**src/rtl/owb_pkg.sv**
```systemverilog
`timescale 1ns / 1ps
// ----------------------------------------------------------------------------
// owb_pkg
// Shared types, codes and defaults of the one-wire bus master.
// ----------------------------------------------------------------------------
package owb_pkg;

  localparam int MAX_BITS_DEF      = 8;
  localparam int COUNTER_WIDTH_DEF = 16;
  localparam int QUEUE_DEPTH       = 2;

  localparam int CFG_IDX_W  = 3;
  localparam int CFG_DATA_W = 16;

  localparam logic [CFG_DATA_W-1:0] RESET_LOW_DEF    = 16'd480;
  localparam logic [CFG_DATA_W-1:0] SLOT_DEF         = 16'd75;
  localparam logic [CFG_DATA_W-1:0] SHORT_LOW_DEF    = 16'd1;
  localparam logic [CFG_DATA_W-1:0] LONG_LOW_DEF     = 16'd62;
  localparam logic [CFG_DATA_W-1:0] SAMPLE_DELAY_DEF = 16'd14;
  localparam logic [CFG_DATA_W-1:0] READ_IDLE_DEF    = 16'd100;

  typedef enum logic [CFG_IDX_W-1:0] {
    REG_RESET_LOW    = 3'd0,
    REG_SLOT         = 3'd1,
    REG_SHORT_LOW    = 3'd2,
    REG_LONG_LOW     = 3'd3,
    REG_SAMPLE_DELAY = 3'd4,
    REG_READ_IDLE    = 3'd5
  } cfg_idx_e;

  typedef enum logic [1:0] {
    CMD_NONE  = 2'd0,
    CMD_RESET = 2'd1,
    CMD_WRITE = 2'd2,
    CMD_READ  = 2'd3
  } cmd_e;

  // Command class as seen by the sequencer
  typedef enum logic [2:0] {
    CL_NONE  = 3'd0,
    CL_RESET = 3'd1,
    CL_WRITE = 3'd2,
    CL_READ  = 3'd3,
    CL_ZERO  = 3'd4,
    CL_BIG   = 3'd5
  } cls_e;

  typedef enum logic [2:0] {
    PH_IDLE       = 3'd0,
    PH_RST_LOW    = 3'd1,
    PH_RST_WAIT   = 3'd2,
    PH_RST_SAMPLE = 3'd3,
    PH_SLOT_LOW   = 3'd4,
    PH_SLOT_REL   = 3'd5,
    PH_RD_SAMPLE  = 3'd6,
    PH_RD_IDLE    = 3'd7
  } phase_e;

  typedef enum logic [1:0] {
    OP_NONE  = 2'd0,
    OP_RESET = 2'd1,
    OP_WRITE = 2'd2,
    OP_READ  = 2'd3
  } op_e;

  typedef struct packed {
    logic [1:0] command;
    logic [7:0] write_data;
    logic [3:0] bit_count;
    logic       line_level;
  } owb_in_t;

  typedef struct packed {
    cls_e       kind;
    logic [7:0] write_data;
    logic [3:0] bit_count;
    logic       line_level;
  } owb_cmd_t;

  typedef struct packed {
    logic       drive_low;
    logic       busy_res;
    logic       done_res;
    logic       presence;
    logic [7:0] rx_bits;
    logic       status;
  } owb_res_t;

endpackage

```
**src/rtl/owb_fifo.sv**
```systemverilog
`timescale 1ns / 1ps
// ----------------------------------------------------------------------------
// owb_fifo
// Small register queue; push and pop may happen in the same cycle.
// ----------------------------------------------------------------------------
module owb_fifo #(
  parameter int WIDTH = 8,
  parameter int DEPTH = 2
) (
  input  logic             clk_i,
  input  logic             rst_ni,
  input  logic             push_i,
  input  logic [WIDTH-1:0] data_i,
  input  logic             pop_i,
  output logic [WIDTH-1:0] data_o,
  output logic             full_o,
  output logic             empty_o
);

  localparam int PTR_W = (DEPTH > 1) ? $clog2(DEPTH) : 1;
  localparam int CNT_W = $clog2(DEPTH + 1);

  logic [WIDTH-1:0] mem_q [DEPTH];
  logic [PTR_W-1:0] wr_ptr_q, rd_ptr_q;
  logic [CNT_W-1:0] cnt_q;
  logic             do_push, do_pop;

  assign full_o  = (cnt_q == CNT_W'(DEPTH));
  assign empty_o = (cnt_q == '0);
  assign do_push = push_i && !full_o;
  assign do_pop  = pop_i && !empty_o;
  assign data_o  = mem_q[rd_ptr_q];

  always_ff @(posedge clk_i) begin
    if (do_push) begin
      mem_q[wr_ptr_q] <= data_i;
    end
  end

  always_ff @(posedge clk_i or negedge rst_ni) begin
    if (!rst_ni) begin
      wr_ptr_q <= '0;
      rd_ptr_q <= '0;
      cnt_q    <= '0;
    end else begin
      if (do_push) begin
        wr_ptr_q <= (wr_ptr_q == PTR_W'(DEPTH - 1)) ? '0 : wr_ptr_q + PTR_W'(1);
      end
      if (do_pop) begin
        rd_ptr_q <= (rd_ptr_q == PTR_W'(DEPTH - 1)) ? '0 : rd_ptr_q + PTR_W'(1);
      end
      if (do_push && !do_pop) begin
        cnt_q <= cnt_q + CNT_W'(1);
      end else if (do_pop && !do_push) begin
        cnt_q <= cnt_q - CNT_W'(1);
      end
    end
  end

endmodule

```
**src/rtl/owb_front.sv**
```systemverilog
`timescale 1ns / 1ps
// ----------------------------------------------------------------------------
// owb_front
// Classify each incoming tick word for the bus sequencer.
// ----------------------------------------------------------------------------
module owb_front import owb_pkg::*; #(
  parameter int MAX_BITS = MAX_BITS_DEF
) (
  input  owb_in_t  item_i,
  output owb_cmd_t cmd_o
);

  logic too_many, zero_bits;

  assign too_many  = (item_i.bit_count > 4'(MAX_BITS));
  assign zero_bits = (item_i.bit_count == 4'd0);

  always_comb begin
    cmd_o.write_data = item_i.write_data;
    cmd_o.bit_count  = item_i.bit_count;
    cmd_o.line_level = item_i.line_level;
    case (cmd_e'(item_i.command))
      CMD_RESET: cmd_o.kind = CL_RESET;
      CMD_WRITE: cmd_o.kind = too_many ? CL_BIG : (zero_bits ? CL_ZERO : CL_WRITE);
      CMD_READ:  cmd_o.kind = too_many ? CL_BIG : (zero_bits ? CL_ZERO : CL_READ);
      default:   cmd_o.kind = CL_NONE;
    endcase
  end

endmodule

```
**src/rtl/owb_back.sv**
```systemverilog
`timescale 1ns / 1ps
// ----------------------------------------------------------------------------
// owb_back
// Bus sequencer: runs reset, write and read slots one tick per word.
// ----------------------------------------------------------------------------
module owb_back import owb_pkg::*; #(
  parameter int COUNTER_WIDTH = COUNTER_WIDTH_DEF
) (
  input  logic                  clk_i,
  input  logic                  rst_ni,
  input  logic                  cfg_we_i,
  input  logic [CFG_IDX_W-1:0]  cfg_index_i,
  input  logic [CFG_DATA_W-1:0] cfg_data_i,
  input  logic                  cmd_valid_i,
  input  owb_cmd_t              cmd_i,
  output logic                  cmd_pop_o,
  input  logic                  res_full_i,
  output logic                  res_push_o,
  output owb_res_t              res_o
);

  localparam int CW = COUNTER_WIDTH;
  localparam logic [31:0] CMAX = 32'((64'd1 << CW) - 64'd1);

  function automatic logic [CW-1:0] clamp_len(input logic [CFG_DATA_W-1:0] v);
    logic [31:0] w;
    w = 32'(v);
    if (w == 32'd0) w = 32'd1;
    if (w > CMAX) w = CMAX;
    return CW'(w);
  endfunction

  logic [CFG_DATA_W-1:0] rst_low_q, slot_q, short_q, long_q, sdel_q, ridle_q;

  phase_e      phase_q, phase_d, ph0;
  op_e         op_q, op_d, op0;
  logic [CW-1:0] cnt_q, cnt_d, cnt0, cnt_inc, len;
  logic [7:0]  shift_q, shift_d, shift0;
  logic [3:0]  bits_q, bits_d, bits0, bits_dec;
  logic [2:0]  idx_q, idx_d, idx0;
  logic [7:0]  acc_q, acc_d, acc0;
  logic        pflag_q, pflag_d, pflag0;

  logic        take, idle, start_rst, start_xfer, hit;
  logic        bit_end, last, finish;
  logic [CW-1:0] wlow, whigh;
  logic [31:0] whigh_w;

  assign take       = cmd_valid_i && !res_full_i;
  assign cmd_pop_o  = take;
  assign res_push_o = take;
  assign idle       = (phase_q == PH_IDLE);
  assign start_rst  = idle && (cmd_i.kind == CL_RESET);
  assign start_xfer = idle && ((cmd_i.kind == CL_WRITE) || (cmd_i.kind == CL_READ));

  // State after a possible command start on this tick
  always_comb begin
    ph0    = phase_q;
    op0    = op_q;
    cnt0   = cnt_q;
    shift0 = shift_q;
    bits0  = bits_q;
    idx0   = idx_q;
    acc0   = acc_q;
    pflag0 = pflag_q;
    if (start_rst) begin
      ph0    = PH_RST_LOW;
      op0    = OP_RESET;
      cnt0   = '0;
      pflag0 = 1'b0;
    end else if (start_xfer) begin
      ph0    = PH_SLOT_LOW;
      op0    = (cmd_i.kind == CL_WRITE) ? OP_WRITE : OP_READ;
      cnt0   = '0;
      shift0 = cmd_i.write_data;
      bits0  = cmd_i.bit_count;
      idx0   = '0;
      acc0   = '0;
    end
  end

  assign wlow    = shift0[0] ? clamp_len(short_q) : clamp_len(long_q);
  assign whigh_w = (32'(slot_q) > 32'(wlow)) ? 32'(slot_q) - 32'(wlow) : 32'd0;
  assign whigh   = (whigh_w > CMAX) ? CW'(CMAX) : CW'(whigh_w);

  always_comb begin
    case (ph0)
      PH_RST_LOW:  len = clamp_len(rst_low_q);
      PH_RST_WAIT: len = clamp_len(slot_q);
      PH_SLOT_LOW: len = (op0 == OP_WRITE) ? wlow : clamp_len(short_q);
      PH_SLOT_REL: len = (op0 == OP_WRITE) ? whigh : clamp_len(sdel_q);
      PH_RD_IDLE:  len = clamp_len(ridle_q);
      default:     len = clamp_len(ridle_q);
    endcase
  end

  assign cnt_inc  = cnt0 + CW'(1);
  assign hit      = (cnt_inc >= len);
  assign bits_dec = bits0 - 4'd1;

  always_comb begin
    case (ph0)
      PH_SLOT_LOW: bit_end = (op0 == OP_WRITE) && hit && (whigh == '0);
      PH_SLOT_REL: bit_end = (op0 == OP_WRITE) && hit;
      PH_RD_IDLE:  bit_end = hit;
      default:     bit_end = 1'b0;
    endcase
  end

  assign last   = bit_end && (bits_dec == 4'd0);
  assign finish = (ph0 == PH_RST_SAMPLE) || last;

  // Next state
  always_comb begin
    phase_d = ph0;
    op_d    = op0;
    cnt_d   = cnt0;
    shift_d = shift0;
    bits_d  = bits0;
    idx_d   = idx0;
    acc_d   = acc0;
    pflag_d = pflag0;
    case (ph0)
      PH_RST_LOW: begin
        cnt_d = hit ? '0 : cnt_inc;
        if (hit) phase_d = PH_RST_WAIT;
      end
      PH_RST_WAIT: begin
        cnt_d = hit ? '0 : cnt_inc;
        if (hit) phase_d = PH_RST_SAMPLE;
      end
      PH_RST_SAMPLE: begin
        pflag_d = ~cmd_i.line_level;
      end
      PH_SLOT_LOW: begin
        cnt_d = hit ? '0 : cnt_inc;
        if (hit && !bit_end) phase_d = PH_SLOT_REL;
      end
      PH_SLOT_REL: begin
        cnt_d = hit ? '0 : cnt_inc;
        if (hit && (op0 != OP_WRITE)) phase_d = PH_RD_SAMPLE;
      end
      PH_RD_SAMPLE: begin
        acc_d[idx0] = acc0[idx0] | cmd_i.line_level;
        phase_d     = PH_RD_IDLE;
        cnt_d       = '0;
      end
      PH_RD_IDLE: begin
        cnt_d = hit ? '0 : cnt_inc;
      end
      default: begin
        cnt_d = cnt0;
      end
    endcase
    if (bit_end) begin
      if (op0 == OP_WRITE) begin
        shift_d = {1'b0, shift0[7:1]};
      end else begin
        idx_d = idx0 + 3'd1;
      end
      bits_d = bits_dec;
      if (!last) begin
        phase_d = PH_SLOT_LOW;
        cnt_d   = '0;
      end
    end
    if (finish) begin
      phase_d = PH_IDLE;
      cnt_d   = '0;
      op_d    = OP_NONE;
    end
  end

  // Result word
  always_comb begin
    res_o.drive_low = (ph0 == PH_RST_LOW) || (ph0 == PH_SLOT_LOW);
    res_o.busy_res  = (ph0 != PH_IDLE) && !finish;
    res_o.done_res  = finish || (idle && ((cmd_i.kind == CL_ZERO) || (cmd_i.kind == CL_BIG)));
    res_o.presence  = finish && (op0 == OP_RESET) && ~cmd_i.line_level;
    res_o.rx_bits   = (finish && (op0 == OP_READ)) ? acc0 : 8'd0;
    res_o.status    = idle && (cmd_i.kind == CL_BIG);
  end

  always_ff @(posedge clk_i or negedge rst_ni) begin
    if (!rst_ni) begin
      rst_low_q <= RESET_LOW_DEF;
      slot_q    <= SLOT_DEF;
      short_q   <= SHORT_LOW_DEF;
      long_q    <= LONG_LOW_DEF;
      sdel_q    <= SAMPLE_DELAY_DEF;
      ridle_q   <= READ_IDLE_DEF;
    end else if (cfg_we_i) begin
      case (cfg_idx_e'(cfg_index_i))
        REG_RESET_LOW:    rst_low_q <= cfg_data_i;
        REG_SLOT:         slot_q    <= cfg_data_i;
        REG_SHORT_LOW:    short_q   <= cfg_data_i;
        REG_LONG_LOW:     long_q    <= cfg_data_i;
        REG_SAMPLE_DELAY: sdel_q    <= cfg_data_i;
        REG_READ_IDLE:    ridle_q   <= cfg_data_i;
        default:          ;
      endcase
    end
  end

  always_ff @(posedge clk_i or negedge rst_ni) begin
    if (!rst_ni) begin
      phase_q <= PH_IDLE;
      op_q    <= OP_NONE;
      cnt_q   <= '0;
      shift_q <= '0;
      bits_q  <= '0;
      idx_q   <= '0;
      acc_q   <= '0;
      pflag_q <= 1'b0;
    end else if (take) begin
      phase_q <= phase_d;
      op_q    <= op_d;
      cnt_q   <= cnt_d;
      shift_q <= shift_d;
      bits_q  <= bits_d;
      idx_q   <= idx_d;
      acc_q   <= acc_d;
      pflag_q <= pflag_d;
    end
  end

endmodule

```
**src/rtl/one_wire_bus_master.sv**
```systemverilog
`timescale 1ns / 1ps
// A tick word is registered in the command queue, its result word in the result queue.
// Throughput: one tick word per cycle, stalled while the result queue is full.
// The command queue and the result queue are two words deep each.
// Reset: queues empty, sequencer idle, timing registers back to their defaults.
// ----------------------------------------------------------------------------
// one_wire_bus_master
// One-wire bus master: tick classifier, command queue, sequencer, result queue.
// ----------------------------------------------------------------------------
module one_wire_bus_master import owb_pkg::*; #(
  parameter int MAX_BITS      = MAX_BITS_DEF,
  parameter int COUNTER_WIDTH = COUNTER_WIDTH_DEF
) (
  input  logic                  clk_i,
  input  logic                  rst_ni,
  input  logic                  push,
  output logic                  full,
  input  owb_in_t               in_item_i,
  output logic                  empty,
  input  logic                  pop,
  output owb_res_t              out_item_o,
  input  logic                  cfg_valid_i,
  output logic                  cfg_ready_o,
  input  logic [CFG_IDX_W-1:0]  cfg_index_i,
  input  logic [CFG_DATA_W-1:0] cfg_data_i
);

  localparam int CMD_W = $bits(owb_cmd_t);
  localparam int RES_W = $bits(owb_res_t);

  owb_cmd_t cmd_in, cmd_out;
  owb_res_t res_in;
  logic     cmd_empty, cmd_pop, res_full, res_push;
  logic [CMD_W-1:0] cmd_q_data;
  logic [RES_W-1:0] res_q_data;

  assign cfg_ready_o = 1'b1;

  owb_front #(
    .MAX_BITS (MAX_BITS)
  ) u_front (
    .item_i (in_item_i),
    .cmd_o  (cmd_in)
  );

  owb_fifo #(
    .WIDTH (CMD_W),
    .DEPTH (QUEUE_DEPTH)
  ) u_cmd_q (
    .clk_i   (clk_i),
    .rst_ni  (rst_ni),
    .push_i  (push),
    .data_i  (cmd_in),
    .pop_i   (cmd_pop),
    .data_o  (cmd_q_data),
    .full_o  (full),
    .empty_o (cmd_empty)
  );

  assign cmd_out = owb_cmd_t'(cmd_q_data);

  owb_back #(
    .COUNTER_WIDTH (COUNTER_WIDTH)
  ) u_back (
    .clk_i       (clk_i),
    .rst_ni      (rst_ni),
    .cfg_we_i    (cfg_valid_i && cfg_ready_o),
    .cfg_index_i (cfg_index_i),
    .cfg_data_i  (cfg_data_i),
    .cmd_valid_i (!cmd_empty),
    .cmd_i       (cmd_out),
    .cmd_pop_o   (cmd_pop),
    .res_full_i  (res_full),
    .res_push_o  (res_push),
    .res_o       (res_in)
  );

  owb_fifo #(
    .WIDTH (RES_W),
    .DEPTH (QUEUE_DEPTH)
  ) u_res_q (
    .clk_i   (clk_i),
    .rst_ni  (rst_ni),
    .push_i  (res_push),
    .data_i  (res_in),
    .pop_i   (pop),
    .data_o  (res_q_data),
    .full_o  (res_full),
    .empty_o (empty)
  );

  assign out_item_o = owb_res_t'(res_q_data);

endmodule
```
**config.mk**
```make
export PLATFORM = sky130hd
export DESIGN_NAME = one_wire_bus_master
export DESIGN_NICKNAME = d
export VERILOG_FILES = /design/src/rtl/owb_pkg.sv /design/src/rtl/owb_fifo.sv /design/src/rtl/owb_front.sv /design/src/rtl/owb_back.sv /design/src/rtl/one_wire_bus_master.sv
export SDC_FILE = /design/constraint.sdc
export NUM_CORES = 1
export LEC_CHECK = 0
export BUFFER_PORTS_ARGS = -buffer_cell sky130_fd_sc_hd__clkbuf_2
export CORE_MARGIN = 2
export CORE_UTILIZATION = 40
export CTS_BUF_LIST = sky130_fd_sc_hd__clkbuf_8 sky130_fd_sc_hd__clkbuf_16
export DETAILED_ROUTE_END_ITERATION = 10
export PLACE_DENSITY = 0.61
export SETUP_SLACK_MARGIN = 0.4
export SLEW_MARGIN = 20
export SYNTH_ARGS = -nofsm -noshare
export SYNTH_HDL_FRONTEND = slang
export SYNTH_SLANG_ARGS = --single-unit
export TNS_END_PERCENT = 10
```
**constraint.sdc**
```tcl
create_clock -name clk_i -period 8.5 [get_ports clk_i]
set_input_delay 1.7 -clock clk_i [delete_from_list [all_inputs] [get_ports clk_i]]
set_output_delay 1.7 -clock clk_i [all_outputs]
set_load 0.02 [all_outputs]
```
# ---- Yosys cells after proc, flatten, opt, wreduce, memory -nomap -nowiden
# Memory sizes are Yosys's and may differ from the RTL's.
# Cells that the tools add are included.
dict set report totals {
  register_bits 148
  ram_bits 58
  input_bits 39
  out_inout_bits 16
  mem_count 2
}
dict set report op_classes {
  addsub 12
  magnitude_cmp 14
  n_eq_ne 26
  n_mux 85
  n_bitwise 2
  n_reduce_logical 61
}
# name words width read_ports rd_clocked_by_memory_dff wr line_no
set mem_list {}
lappend mem_list {u_cmd_q.mem_q 2 16 1 0 1 owb_fifo.sv:23} ;# logic [WIDTH-1:0] mem_q [DEPTH];
lappend mem_list {u_res_q.mem_q 2 13 1 0 1 owb_fifo.sv:23}
# operator n
set op_table {}
lappend op_table {{2-to-1 mux 16 bit} 24}
lappend op_table {{> comparator 32 x 16 -> 1 bit, second input constant} 7}
lappend op_table {{2-to-1 mux 32 bit} 7}
lappend op_table {{logical NOT 16 bit} 7}
lappend op_table {{one-hot mux 16 bit (5 select lines)} 1}
lappend op_table {{2-to-1 mux 8 bit} 8}
lappend op_table {{2-to-1 mux 3 bit} 17}
lappend op_table {{> comparator 16 bit, second input constant} 2}
lappend op_table {{one-hot mux 16 bit (2 select lines)} 1}
lappend op_table {{equality test 3 bit, second input constant} 8}
lappend op_table {{logical AND 1 bit} 23}
lappend op_table {{equality test 3 x 2 -> 1 bit, second input constant} 6}
lappend op_table {{subtractor 16 x 16 -> 17 bit} 1}
lappend op_table {{adder 16 x 1 -> 16 bit, second input constant} 1}
lappend op_table {{greater-or-equal comparator 16 bit} 1}
lappend op_table {{> comparator 16 bit} 1}
lappend op_table {{one-hot mux 3 bit (5 select lines)} 1}
lappend op_table {{2-to-1 mux 2 bit} 7}
lappend op_table {{equality test 2 bit, second input constant} 6}
lappend op_table {{2-to-1 mux 4 bit} 3}
lappend op_table {{AND reduction 2 bit} 6}
lappend op_table {{2-to-1 mux 1 bit} 11}
lappend op_table {{logical NOT 1 bit} 10}
lappend op_table {{equality test 3 x 1 -> 1 bit, second input constant} 3}
lappend op_table {{other kinds (24)} 38}

# ---- Depth between registers and ports, before layout
# Gate-level depths: netlist (run 1).
# An unclocked memory read counts as a cell.
dict set report depth {
  ltp_word 24
  ltp_mapped 30
  ltp_nobuf 26
}

# ---- Modules after synthesis
# From an unflattened synthesis (run 1), not the netlist that was laid out.
dict set report unflattened {
  hier_cells 1109
  area_unflattened_um2 11898.9
}
# module n_inst cells_each area_per_inst_um2 seq_area_each_um2
set by_module_without_submodules {}
lappend by_module_without_submodules {owb_back 1 957 9167.5 3528.4}
lappend by_module_without_submodules {{owb_fifo at u_cmd_q} 1 69 1402.6 1061.0}
lappend by_module_without_submodules {{owb_fifo at u_res_q} 1 59 1168.6 880.8}
lappend by_module_without_submodules {owb_front 1 21 145.1 0.0}
lappend by_module_without_submodules {one_wire_bus_master 1 3 15.0 0.0}

# ---- Worst setup path after synthesis (run 1)
# OpenSTA, ideal clock, no wires.
dict set report synth_path {
  kind {flip-flop to flip-flop}
  from {reg u_back.phase_q[2]}
  to {mem u_res_q.mem_q[0][9] (netlist bit), data pin}
  setup_time_ns 0.274
  t_arrival_ns 6.197
  t_required_ns 8.226
  slack_ns 2.029
  stages_incl_launch_ff 31
  path_buffers 6
  synth_period_minus_slack_ns 6.471
  path_cell_list {dfrtp_1 -> buf_6 -> or3_4 -> or3_1 -> buf_6 -> buf_2 -> a21oi_4 -> buf_6 -> mux2i_1 -> ha_1 -> inv_1 -> fa_1 -> nand3_1 -> a21oi_1 -> o21a_1 -> nor2_1 -> clkbuf_1 -> o211ai_1 -> a21oi_1 -> o22ai_1 -> ha_1 -> a21o_1 -> a21o_1 -> a2111oi_0 -> nand2_1 -> a21oi_1 -> nor4_2 -> nand4b_2 -> o22a_1 -> buf_6 -> nor4_4}
}
# element line_no
set synth_rtl {}
lappend synth_rtl {{start, declared} owb_back.sv:35} ;# phase_e phase_q, phase_d, ph0;
lappend synth_rtl {{start signal, assigned} owb_back.sv:216} ;# phase_q <= phase_d;
lappend synth_rtl {{end, declared} owb_fifo.sv:23}

==> results.py, run 1 <==
metrics = {
    "run_status": {
        "status": "completed",
    },
    "clock_tree": {
        "path_clk_slew_ns": 0.06,
        "cts_hold_buffers": 0,
        "clk_path_buf_depth": 3,
        "cts_made_buffers": 25,
        "root_buffer": "clkbuf_16",
        "h-tree-depth": 1,
        "cts.sinks": 206,
        "clk_latency_ns": 0.52,
        "cts_tree": "done",
    },
    "setup_path": {
        "path_depth": 25,
        "critPathMaxStageDelay_ns": 0.60,
        "end_kind": "register",
        "slowest_stage": "a2111oi_1",
        "r2r_cells": 25,
        "worst_ep_arrival_time_ns": 7.77,
        "critPathTopFamily": "compound AO/OA/AOI/OAI gates",
        "crit_required_ns": 8.74,
        "worstSetupStartpointType": "register",
        "crit_buf_inv": 2,
        "path_class": "reg2reg",
        "cpMostUsedCell": "a21oi_1",
        "critPathMaxFanout": 19,
    },
    "timing": {
        "min_period_ns": 7.53,
        "skew_ns": 0.0131,
        "worst_pin_slew_ns": 1.08,
        "slew_violations": 0,
        "rsz0062_at_grt": "false",
        "setup_viol": 0,
        "hold_viol": 0,
        "fmax_mhz": 133,
        "whs_ns": 0.479,
        "slew_headroom": 0.273,
        "tns_ns": 0,
        "period_share": 0.886,
    },
    "logic_synthesis": {
        "syn_inst": 1140,
        "syn_area_per_cell_um2": 10.5,
        "yosysWarningCount": 0,
        "yosysUniqueCellTypes": 80,
        "synth-seq-area-share": 0.456,
        "synth_edf_count": 58,
        "ys_async_sr_fraction": 0.718,
        "syn_area_mm2": 0.0120,
        "syn-num-nets": 1218,
        "yosys_register_bits": 206,
        "synthFlopType": "dfrtp_1",
    },
    "detailed_routing": {
        "drtPass1Iterations": 6,
        "ant_nets": 0,
        "first_iter_violations": 761,
        "wl_per_cell_um": 20.5,
        "vias": 9287,
        "vias_per_cell": 5.84,
        "drc": 0,
        "wl_um": 32500,
    },
    "min_path": {
        "hold_class": "reg2reg",
        "min_delay_path_depth": 2,
    },
    "global_route": {
        "overflow": 0,
        "grt_pass1_vias": 8984,
        "track_usage": 0.210,
        "antenna_found_initial": 1,
        "grt_max_degree": 79,
        "grt_pass1_wl_um": 51500,
    },
    "floorplanning": {
        "coreArea_mm2": 0.0296,
        "pin_count": 55,
        "fp.dieW_um": 177,
        "die_area_mm2": 0.0314,
        "die_h_um": 177,
        "start_util": 0.405,
        "num_rows": 63,
    },
    "cells_and_area": {
        "final_util": 0.461,
        "fin_area_mm2": 0.0136,
        "final_common_cell": "dfrtp_1",
        "drive_gt1_frac": 0.235,
        "layout_common_cells": "128 x dfrtp_1, 112 x mux2_2, 112 x nand2_1",
        "nFillCells": 2765,
        "synthToLayoutAreaGrowth_pct": 13.6,
        "nets": 1260,
    },
    "power_and_ir_drop": {
        "power_density_mw_per_mm2": 379,
        "leakage_nw": 5.53,
        "ir_drop_v": 0.000199,
    },
    "run": {
        "maxCapViolCount": 0,
    },
    "place": {
        "postPlaceCellArea_mm2": 0.0127,
        "io_buffers": 53,
        "gp_congestion": 0.973,
        "detailed_place_hpwl_um": 24000,
    },
}
==> synth_stat cells, types with 28 or more instances <==
cell type	count	area (um^2)
a21oi_1	53	265
clkbuf_1	41	154
dfrtp_1	128	3200
edfxtp_1	58	1740
ha_1	38	475
mux2_2	112	1260
mux2i_1	33	330
nand2_1	112	420
nand3_1	28	140
nor2_1	84	315
o211ai_1	38	285
o21ai_0	43	215
==> area by class of cell <==
cell class,count,area [um^2],area share
sequential,206,5470,0.402
inverter,17,63.8,0.00469
tap,390,488,0.0358
clock inverter,18,225,0.0165
multi-input combinational,855,6240,0.459
antenna,1,2.50,0.000184
timing repair buffer,77,455,0.0335
clock buffer,27,664,0.0488
==> sequential cells by signal (all words and copies together), names as in the netlist, 3 cells and up <==
| name | cells |
|---|---|
| u_back.cnt_q | 16 |
| u_res_q.mem_q | 26 |
| u_back.bits_q | 4 |
| u_back.slot_q | 16 |
| u_back.long_q | 16 |
| u_back.rst_low_q | 16 |
| u_back.phase_q | 3 |
| u_back.ridle_q | 16 |
| u_back.acc_q | 8 |
| u_back.idx_q | 3 |
| u_back.shift_q | 8 |
| u_back.short_q | 16 |
| u_cmd_q.mem_q | 32 |
| u_back.sdel_q | 16 |
==> report_power, final <==
| part | total, mW | internal, mW | switching (mW) |
|---|---|---|---|
| sequential | 1.56 | 1.33 | 0.228 |
| combinational | 2.46 | 0.934 | 1.52 |
| clock | 1.14 | 0.716 | 0.422 |
| total | 5.15 | 2.98 | 2.17 |
==> worst register-to-register path, cell delays in order (launching register included) <==
cell,delay [ns]
dfrtp_1,0.36
buf_4,0.19
or3_4,0.44
or3_1,0.48
a21oi_4,0.49
mux2i_1,0.37
ha_1,0.28
inv_1,0.09
fa_1,0.43
nand3_1,0.20
a21oi_1,0.13
o21a_1,0.19
nor2_2,0.40
o211ai_1,0.19
a21oi_1,0.20
o22ai_1,0.11
ha_1,0.31
a21o_1,0.18
a21o_1,0.17
a2111oi_1,0.60
nand2_1,0.09
a21oi_1,0.43
nor4_4,0.18
nand4b_2,0.19
o22a_1,0.40
nor2_1,0.14
==> layer usage <==
metal / track usage / share of wire
met4: 0.0620 / 0.029
met3: 0.0324 / 0.059
met1: 0.294 / 0.45
met2: 0.336 / 0.46
met5: 0 / 0
==> kinds of logic after synthesis <==
family / share of synthesized area
adder cells (fa/ha/maj): 0.0413
AND/OR/NAND/NOR: 0.153
XOR/XNOR: 0.0290
buffers and inverters: 0.0292
multiplexers: 0.137
other: 0.000313
AO/OA/AOI/OAI: 0.155
flip-flops: 0.456
==> metrics by stage <==
| stage | power [mW] | worst slack, ns | std cells |
|---|---|---|---|
| 2_1_floorplan | 3.27 | 2.03 | 1140 |
| 3_3_place_gp | 3.98 | 0.893 | 1545 |
| 3_5_place_dp | 4.00 | 0.813 | 1545 |
| 4_1_cts | 5.16 | 0.760 | 1590 |
| 5_1_grt | 5.50 | 0.434 | 1590 |
| 6_report | 5.15 | 0.972 | 1591 |
==> final timing paths <==
kind	startpoint	endpoint	slack [ns]
worst max-delay path	u_back.phase_q[2]$_DFFE_PN0P_	u_res_q.mem_q[1][3]$_DFFE_PP_	0.97
worst min-delay path	u_back.bits_q[0]$_DFFE_PN0P_	u_back.bits_q[0]$_DFFE_PN0P_	0.48
worst max register to register	u_back.phase_q[2]$_DFFE_PN0P_	u_res_q.mem_q[1][3]$_DFFE_PP_	0.97
worst min register to register	u_back.bits_q[0]$_DFFE_PN0P_	u_back.bits_q[0]$_DFFE_PN0P_	0.48
max in group asynchronous	rst_ni	u_back.acc_q[3]$_DFFE_PN0P_	6.14
min in group asynchronous	rst_ni	u_back.short_q[6]$_DFFE_PN0P_	1.20
==> repair_timing <==
| item | CTS | global route |
|---|---|---|
| gates resized for setup | 0 | 3 |
| endpoints found under the setup margin | 0 | 28 |
| endpoints found under the hold margin | 0 | 0 |
| setup buffers | 0 | 0 |
Note: power is estimated with default switching activity, not from simulation.
==> run 2: changes to the inputs <==
--- a/config.mk
+++ b/config.mk
@@ -14,2 +14,3 @@
 export SETUP_SLACK_MARGIN = 0.4
+export SKIP_LAST_GASP = 1
 export SLEW_MARGIN = 20
@@ -17,2 +18,3 @@
 export SYNTH_HDL_FRONTEND = slang
+export SYNTH_HIERARCHICAL = 1
 export SYNTH_SLANG_ARGS = --single-unit
==> constraint.sdc (replaced) <==
create_clock -name clk_i -period 8.5 [get_ports clk_i]
set_input_delay 2.125 -clock clk_i [delete_from_list [all_inputs] [get_ports clk_i]]
set_output_delay 2.125 -clock clk_i [all_outputs]
set_load 0.02 [all_outputs]
==> results.py, run 2 <==
metrics = {
    "floorplanning": {
        "coreArea_mm2": 0.0295,
        "start_util": 0.404,
        "die_area_mm2": 0.0311,
        "pin_count": 55,
        "fp.dieW_um": 176,
        "num_rows": 63,
        "die_h_um": 176,
    },
    "logic_synthesis": {
        "syn_inst": 1109,
        "synth_commonest_cells": "128 x dfrtp_1, 103 x mux2_2, 87 x nor2_1, 77 x nand2_1, 70 x a21oi_1",
        "synth-seq-area-share": 0.460,
        "syn_area_mm2": 0.0119,
        "syn_area_per_cell_um2": 10.7,
        "synth_area_leaders": "dfrtp_1 27%, edfxtp_1 15%, mux2_2 9.7%, dfstp_2 4.4%, ha_1 4.0%",
        "synth.most_common_cell": "dfrtp_1",
        "synth_edf_count": 58,
        "synthFlopType": "dfrtp_1",
        "yosys_register_bits": 206,
        "yosysWarningCount": 6,
        "yosys.area.top_type": "dfrtp_1",
        "syn-num-nets": 1187,
        "ys_async_sr_fraction": 0.718,
        "yosysUniqueCellTypes": 86,
        "synth_top_area_share": 0.269,
    },
    "cells_and_area": {
        "diodes": 0,
        "nFillCells": 2775,
        "ff_latch_area_mm2": 0.00547,
        "fin_area_mm2": 0.0133,
        "drive_gt1_frac": 0.247,
        "layout_common_cells": "128 x dfrtp_1, 103 x mux2_2, 85 x nor2_1",
        "final_common_cell": "dfrtp_1",
        "synthToLayoutAreaGrowth_pct": 12.0,
        "multi_input_area_mm2": 0.00600,
        "nets": 1208,
        "top_regs": "u_cmd_q/mem_q x32, u_res_q/mem_q x26",
        "largest_reg_flops": 32,
        "regMostFlops": "u_cmd_q/mem_q",
    },
    "clock_tree": {
        "cts_hold_buffers": 0,
        "cts_tree": "done",
        "clk_path_buf_depth": 3,
        "cts_made_buffers": 23,
        "cts.sinks": 206,
        "cts.repair.resized": 0,
        "path_clk_slew_ns": 0.06,
        "cts_setup_buffers": 0,
        "root_buffer": "clkbuf_16",
        "h-tree-depth": 1,
        "clk_latency_ns": 0.51,
    },
    "detailed_routing": {
        "wl_per_cell_um": 19.8,
        "first_iter_violations": 839,
        "vias_per_cell": 5.79,
        "ant_nets": 0,
        "wl_um": 30500,
        "drc": 0,
        "vias": 8897,
        "drtPass1Iterations": 5,
    },
    "power_and_ir_drop": {
        "ir_drop_v": 0.000191,
        "totalPowerFinal_mw": 4.87,
        "leakage_nw": 5.42,
        "power_density_mw_per_mm2": 366,
    },
    "setup_path": {
        "critPathMaxFanout": 17,
        "path_class": "reg2reg",
        "worst_ep_arrival_time_ns": 7.73,
        "end_kind": "register",
        "worstSetupStartpointType": "register",
        "crit_required_ns": 8.75,
    },
    "timing": {
        "period_share": 0.881,
        "min_period_ns": 7.49,
        "worst_pin_slew_ns": 1.02,
        "whs_ns": 0.496,
        "skew_ns": 0.00943,
        "slew_headroom": 0.318,
        "slew_violations": 0,
        "rsz0062_at_grt": "true",
        "setup_viol": 0,
        "hold_viol": 0,
        "tns_ns": 0,
        "fmax_mhz": 134,
    },
    "global_route": {
        "grt_max_degree": 84,
        "antenna_found_initial": 0,
        "grt_pass1_wl_um": 48500,
        "track_usage": 0.196,
        "overflow": 0,
        "grt_pass1_vias": 8683,
    },
    "place": {
        "detailed_place_hpwl_um": 22100,
        "io_buffers": 53,
        "gp_congestion": 0.999,
        "postPlaceCellArea_mm2": 0.0125,
    },
    "run_status": {
        "status": "completed",
    },
    "min_path": {
        "hold_class": "reg2reg",
    },
    "run": {
        "maxCapViolCount": 0,
    },
}
==> run 2: changes by cell type after synthesis, moves of 10 or more <==
| cell | previous run | this run |
|---|---|---|
| buf_4 | 3 | 16 |
| and3_1 | 8 | 20 |
| o21ai_0 | 43 | 68 |
| a21oi_1 | 53 | 70 |
| nand2_1 | 112 | 77 |
| nor3_1 | 23 | 13 |
| nand2b_1 | 20 | 8 |
| o211ai_1 | 38 | 8 |
| mux2_4 | 0 | 18 |
==> run 2: where the power goes <==
part | switching (mW) | leakage [nW] | total [mW] | internal [mW]
sequential | 0.224 | 2.32 | 1.55 | 1.32
combinational | 1.35 | 2.67 | 2.21 | 0.865
clock | 0.404 | 0.432 | 1.12 | 0.711
total | 1.98 | 5.42 | 4.87 | 2.90
==> run 2: stage by stage <==
step                      setup slack (ns)   util  std cells
final                                 1.01  0.452       1537
after global routing                 0.357  0.452       1537
after CTS                             1.02  0.452       1537
after detailed placement              1.07  0.423       1495
after global placement                1.34  0.423       1495
after floorplan                       1.76      -       1109
==> run 2: final timing paths <==
path	from	slack [ns]	cells after the start	end
worst max-delay path	u_back/phase_q[2]$_DFFE_PN0P_	1.01	27	u_res_q/mem_q[0][11]$_DFFE_PP_
worst min-delay path	u_back/bits_q[0]$_DFFE_PN0P_	0.50	2	u_back/bits_q[0]$_DFFE_PN0P_
worst max register to register	u_back/phase_q[2]$_DFFE_PN0P_	1.01	27	u_res_q/mem_q[0][11]$_DFFE_PP_
worst min register to register	u_back/bits_q[0]$_DFFE_PN0P_	0.50	2	u_back/bits_q[0]$_DFFE_PN0P_
max in group asynchronous	rst_ni	5.49	2	u_back/phase_q[2]$_DFFE_PN0P_
min in group asynchronous	rst_ni	1.66	1	u_back/short_q[10]$_DFFE_PN0P_
==> run 2: area by class of cell <==
class                      count  area share
clock inverter                15      0.0173
multi-input combinational    803       0.450
timing repair buffer          72      0.0311
inverter                      24     0.00676
sequential                   206       0.411
tap                          390      0.0366
clock buffer                  27      0.0473
==> run 2: per-layer routing <==
metal,GRT usage,part of all wire,wire length (um)
met5,0,0,0
met2,0.321,0.47,14200
met1,0.271,0.46,13900
met4,0.0520,0.027,823
met3,0.0293,0.049,1510
==> run 2: worst max-delay path: stages, from the launching register on <==
cell and delay (ns):
dfrtp_1 0.55, or3_1 0.53, nor2_2 0.22, mux2i_2 0.23
buf_4 0.33, mux2i_1 0.30, ha_1 0.22, inv_1 0.06
fa_1 0.40, a21o_1 0.20, a221oi_2 0.41, nor4_1 0.10
buf_4 0.16, o211ai_1 0.19, and2_1 0.44, o21ai_0 0.14
a211oi_1 0.30, a2111oi_0 0.11, a21oi_1 0.14, ha_1 0.15
nor2b_1 0.04, o21ai_0 0.17, a31oi_1 0.10, o31ai_1 0.22
o21bai_1 0.31, o211ai_2 0.50, o21a_1 0.46, nor2b_1 0.21
==> run 2: cell families after synthesis <==
kind of cell,synth area share
other cells,0.000315
simple gates,0.131
buf+inv,0.0416
flops,0.460
compound gates,0.149
xor+xnor,0.0272
mux,0.149
fa+ha+maj,0.0416
==> run 3: changes to the inputs <==
- SLEW_MARGIN: 20 -> unset
- clock period: 8.5 -> 8.65 ns (I/O delays scaled with it)
==> results.py, run 3 (synthesis gave the netlist of run 2 again) <==
metrics = {
    "global_route": {
        "antenna_found_initial": 0,
        "grt_pass1_wl_um": 48000,
        "grt_pass1_vias": 8547,
        "track_usage": 0.194,
        "grt_max_degree": 76,
        "overflow": 0,
    },
    "place": {
        "dp_slack_ns": 1.23,
        "detailed_place_hpwl_um": 22100,
        "gp_congestion": 0.959,
        "io_buffers": 53,
        "dp.cells": 1493,
    },
    "detailed_routing": {
        "wl_um": 30100,
        "wl_per_cell_um": 19.6,
        "first_iter_violations": 616,
        "drt-met1-wl_um": 13900,
        "vias_per_cell": 5.77,
        "highest_layer": "met4",
        "drtPass1Iterations": 7,
        "drc": 0,
        "dr_wl_met3_um": 1580,
        "vias": 8855,
        "wl_met2_um": 13600,
        "ant_nets": 0,
    },
    "cells_and_area": {
        "final_cells": 1534,
        "largest_reg_flops": 32,
        "synthToLayoutAreaGrowth_pct": 11.5,
        "nets": 1206,
        "top_regs": "u_cmd_q/mem_q x32, u_res_q/mem_q x26",
        "drive_gt1_frac": 0.243,
        "regMostFlops": "u_cmd_q/mem_q",
        "final_common_cell": "dfrtp_1",
        "diodes": 0,
        "layout_common_cells": "128 x dfrtp_1, 103 x mux2_2, 86 x nor2_1",
    },
    "timing": {
        "min_period_ns": 7.48,
        "rsz0062_at_grt": "false",
        "slew_violations": 0,
        "fmax_mhz": 134,
        "setup_viol": 0,
        "slew_headroom": 0.208,
        "setup_slack_ns": 1.17,
        "worst_pin_slew_ns": 1.18,
        "tns_ns": 0,
        "hold_viol": 0,
        "skew_ns": 0.0109,
        "period_share": 0.865,
    },
    "power_and_ir_drop": {
        "swShare": 0.409,
        "p_seq_frac": 0.321,
        "leakage_nw": 5.39,
        "p_int_mw": 2.80,
        "p_comb_frac": 0.458,
        "power_density_mw_per_mm2": 357,
        "switching_power_mw": 1.94,
        "clockPowerShare": 0.221,
        "ir_drop_v": 0.000185,
    },
    "clock_tree": {
        "clk_path_buf_depth": 3,
        "h-tree-depth": 1,
        "cts.repair.resized": 0,
        "cts_setup_buffers": 0,
        "cts_tree": "done",
        "cts_hold_buffers": 0,
        "path_clk_slew_ns": 0.06,
        "clk_latency_ns": 0.53,
        "root_buffer": "clkbuf_16",
        "cts.sinks": 206,
        "cts_made_buffers": 23,
    },
    "setup_path": {
        "end_kind": "register",
        "worstSetupStartpointType": "register",
        "crit_required_ns": 9.11,
        "worst_ep_arrival_time_ns": 7.95,
        "critPathMaxFanout": 17,
        "path_class": "reg2reg",
    },
    "run_status": {
        "status": "completed",
    },
    "floorplanning": {
        "die_area_mm2": 0.0311,
        "coreArea_mm2": 0.0295,
        "num_rows": 63,
        "die_h_um": 176,
        "start_util": 0.404,
        "fp.dieW_um": 176,
        "pin_count": 55,
    },
    "min_path": {
        "hold_class": "reg2reg",
    },
    "run": {
        "maxCapViolCount": 0,
    },
}
run 3: layer usage:
metal	vias up	global-route usage
met2	246	0.306
met1	4392	0.275
li1	4154	-
met5	-	0
met3	63	0.0265
met4	0	0.0654
run 3: worst paths after layout:
kind | from | end | slack (ns) | cells past startpoint
max | u_back/phase_q[2]$_DFFE_PN0P_ | u_back/cnt_q[7]$_DFFE_PN0P_ | 1.17 | 27
min | u_cmd_q/wr_ptr_q$_DFFE_PN0N_ | u_cmd_q/wr_ptr_q$_DFFE_PN0N_ | 0.50 | 1
max in group asynchronous | rst_ni | u_back/shift_q[3]$_DFFE_PN0P_ | 5.60 | 2
max reg2reg | u_back/phase_q[2]$_DFFE_PN0P_ | u_back/cnt_q[7]$_DFFE_PN0P_ | 1.17 | 27
min in group asynchronous | rst_ni | u_back/long_q[9]$_DFFE_PN0P_ | 1.65 | 1
min reg2reg | u_cmd_q/wr_ptr_q$_DFFE_PN0N_ | u_cmd_q/wr_ptr_q$_DFFE_PN0N_ | 0.50 | 1
run 3: critical path: stages, from the launching register on:
cell and delay (ns):
dfrtp_1 0.54, or3_1 0.52, nor2_2 0.21, mux2i_2 0.22, buf_4 0.34, mux2i_1 0.28, ha_1 0.21, inv_1 0.05
fa_1 0.39, a21o_1 0.20, a221oi_2 0.40, nor4_1 0.19, o211ai_1 0.22, and2_1 0.46, o21ai_0 0.13, a211oi_1 0.32
a2111oi_0 0.11, a21oi_1 0.19, ha_1 0.27, nor2b_1 0.11, o21ai_0 0.10, a31oi_1 0.19, o31ai_1 0.10, o21bai_1 0.29
a211oi_1 0.50, and3_1 0.56, a21o_1 0.18, a32o_1 0.11
run 3: power groups by stage:
stage	logic (mW)	clock network [mW]	registers (mW)
2_1_floorplan	1.67	0	1.43
3_3_place_gp	2.13	0	1.52
3_5_place_dp	2.14	0	1.53
4_1_cts	2.15	1.07	1.51
5_1_grt	2.38	1.11	1.55
6_report	2.17	1.05	1.52
run 3: metrics by stage:
step | util | hold WS [ns] | area, um^2 | total power, mW
2_1_floorplan | - | 0.455 | 11900 | 3.10
3_3_place_gp | 0.422 | 0.473 | 12400 | 3.65
3_5_place_dp | 0.422 | 0.484 | 12400 | 3.67
4_1_cts | 0.450 | 0.501 | 13300 | 4.74
5_1_grt | 0.450 | 0.522 | 13300 | 5.05
6_report | 0.450 | 0.499 | 13300 | 4.73
run 3: layout make-up:
| class | instances | area, um^2 |
|---|---|---|
| clock buffer | 28 | 644 |
| clock inverter | 13 | 180 |
| fill | 2782 | 16200 |
| inverter | 24 | 90.1 |
| multi-input combinational | 803 | 5990 |
| sequential | 206 | 5470 |
| tap | 390 | 488 |
| timing repair buffer | 70 | 399 |
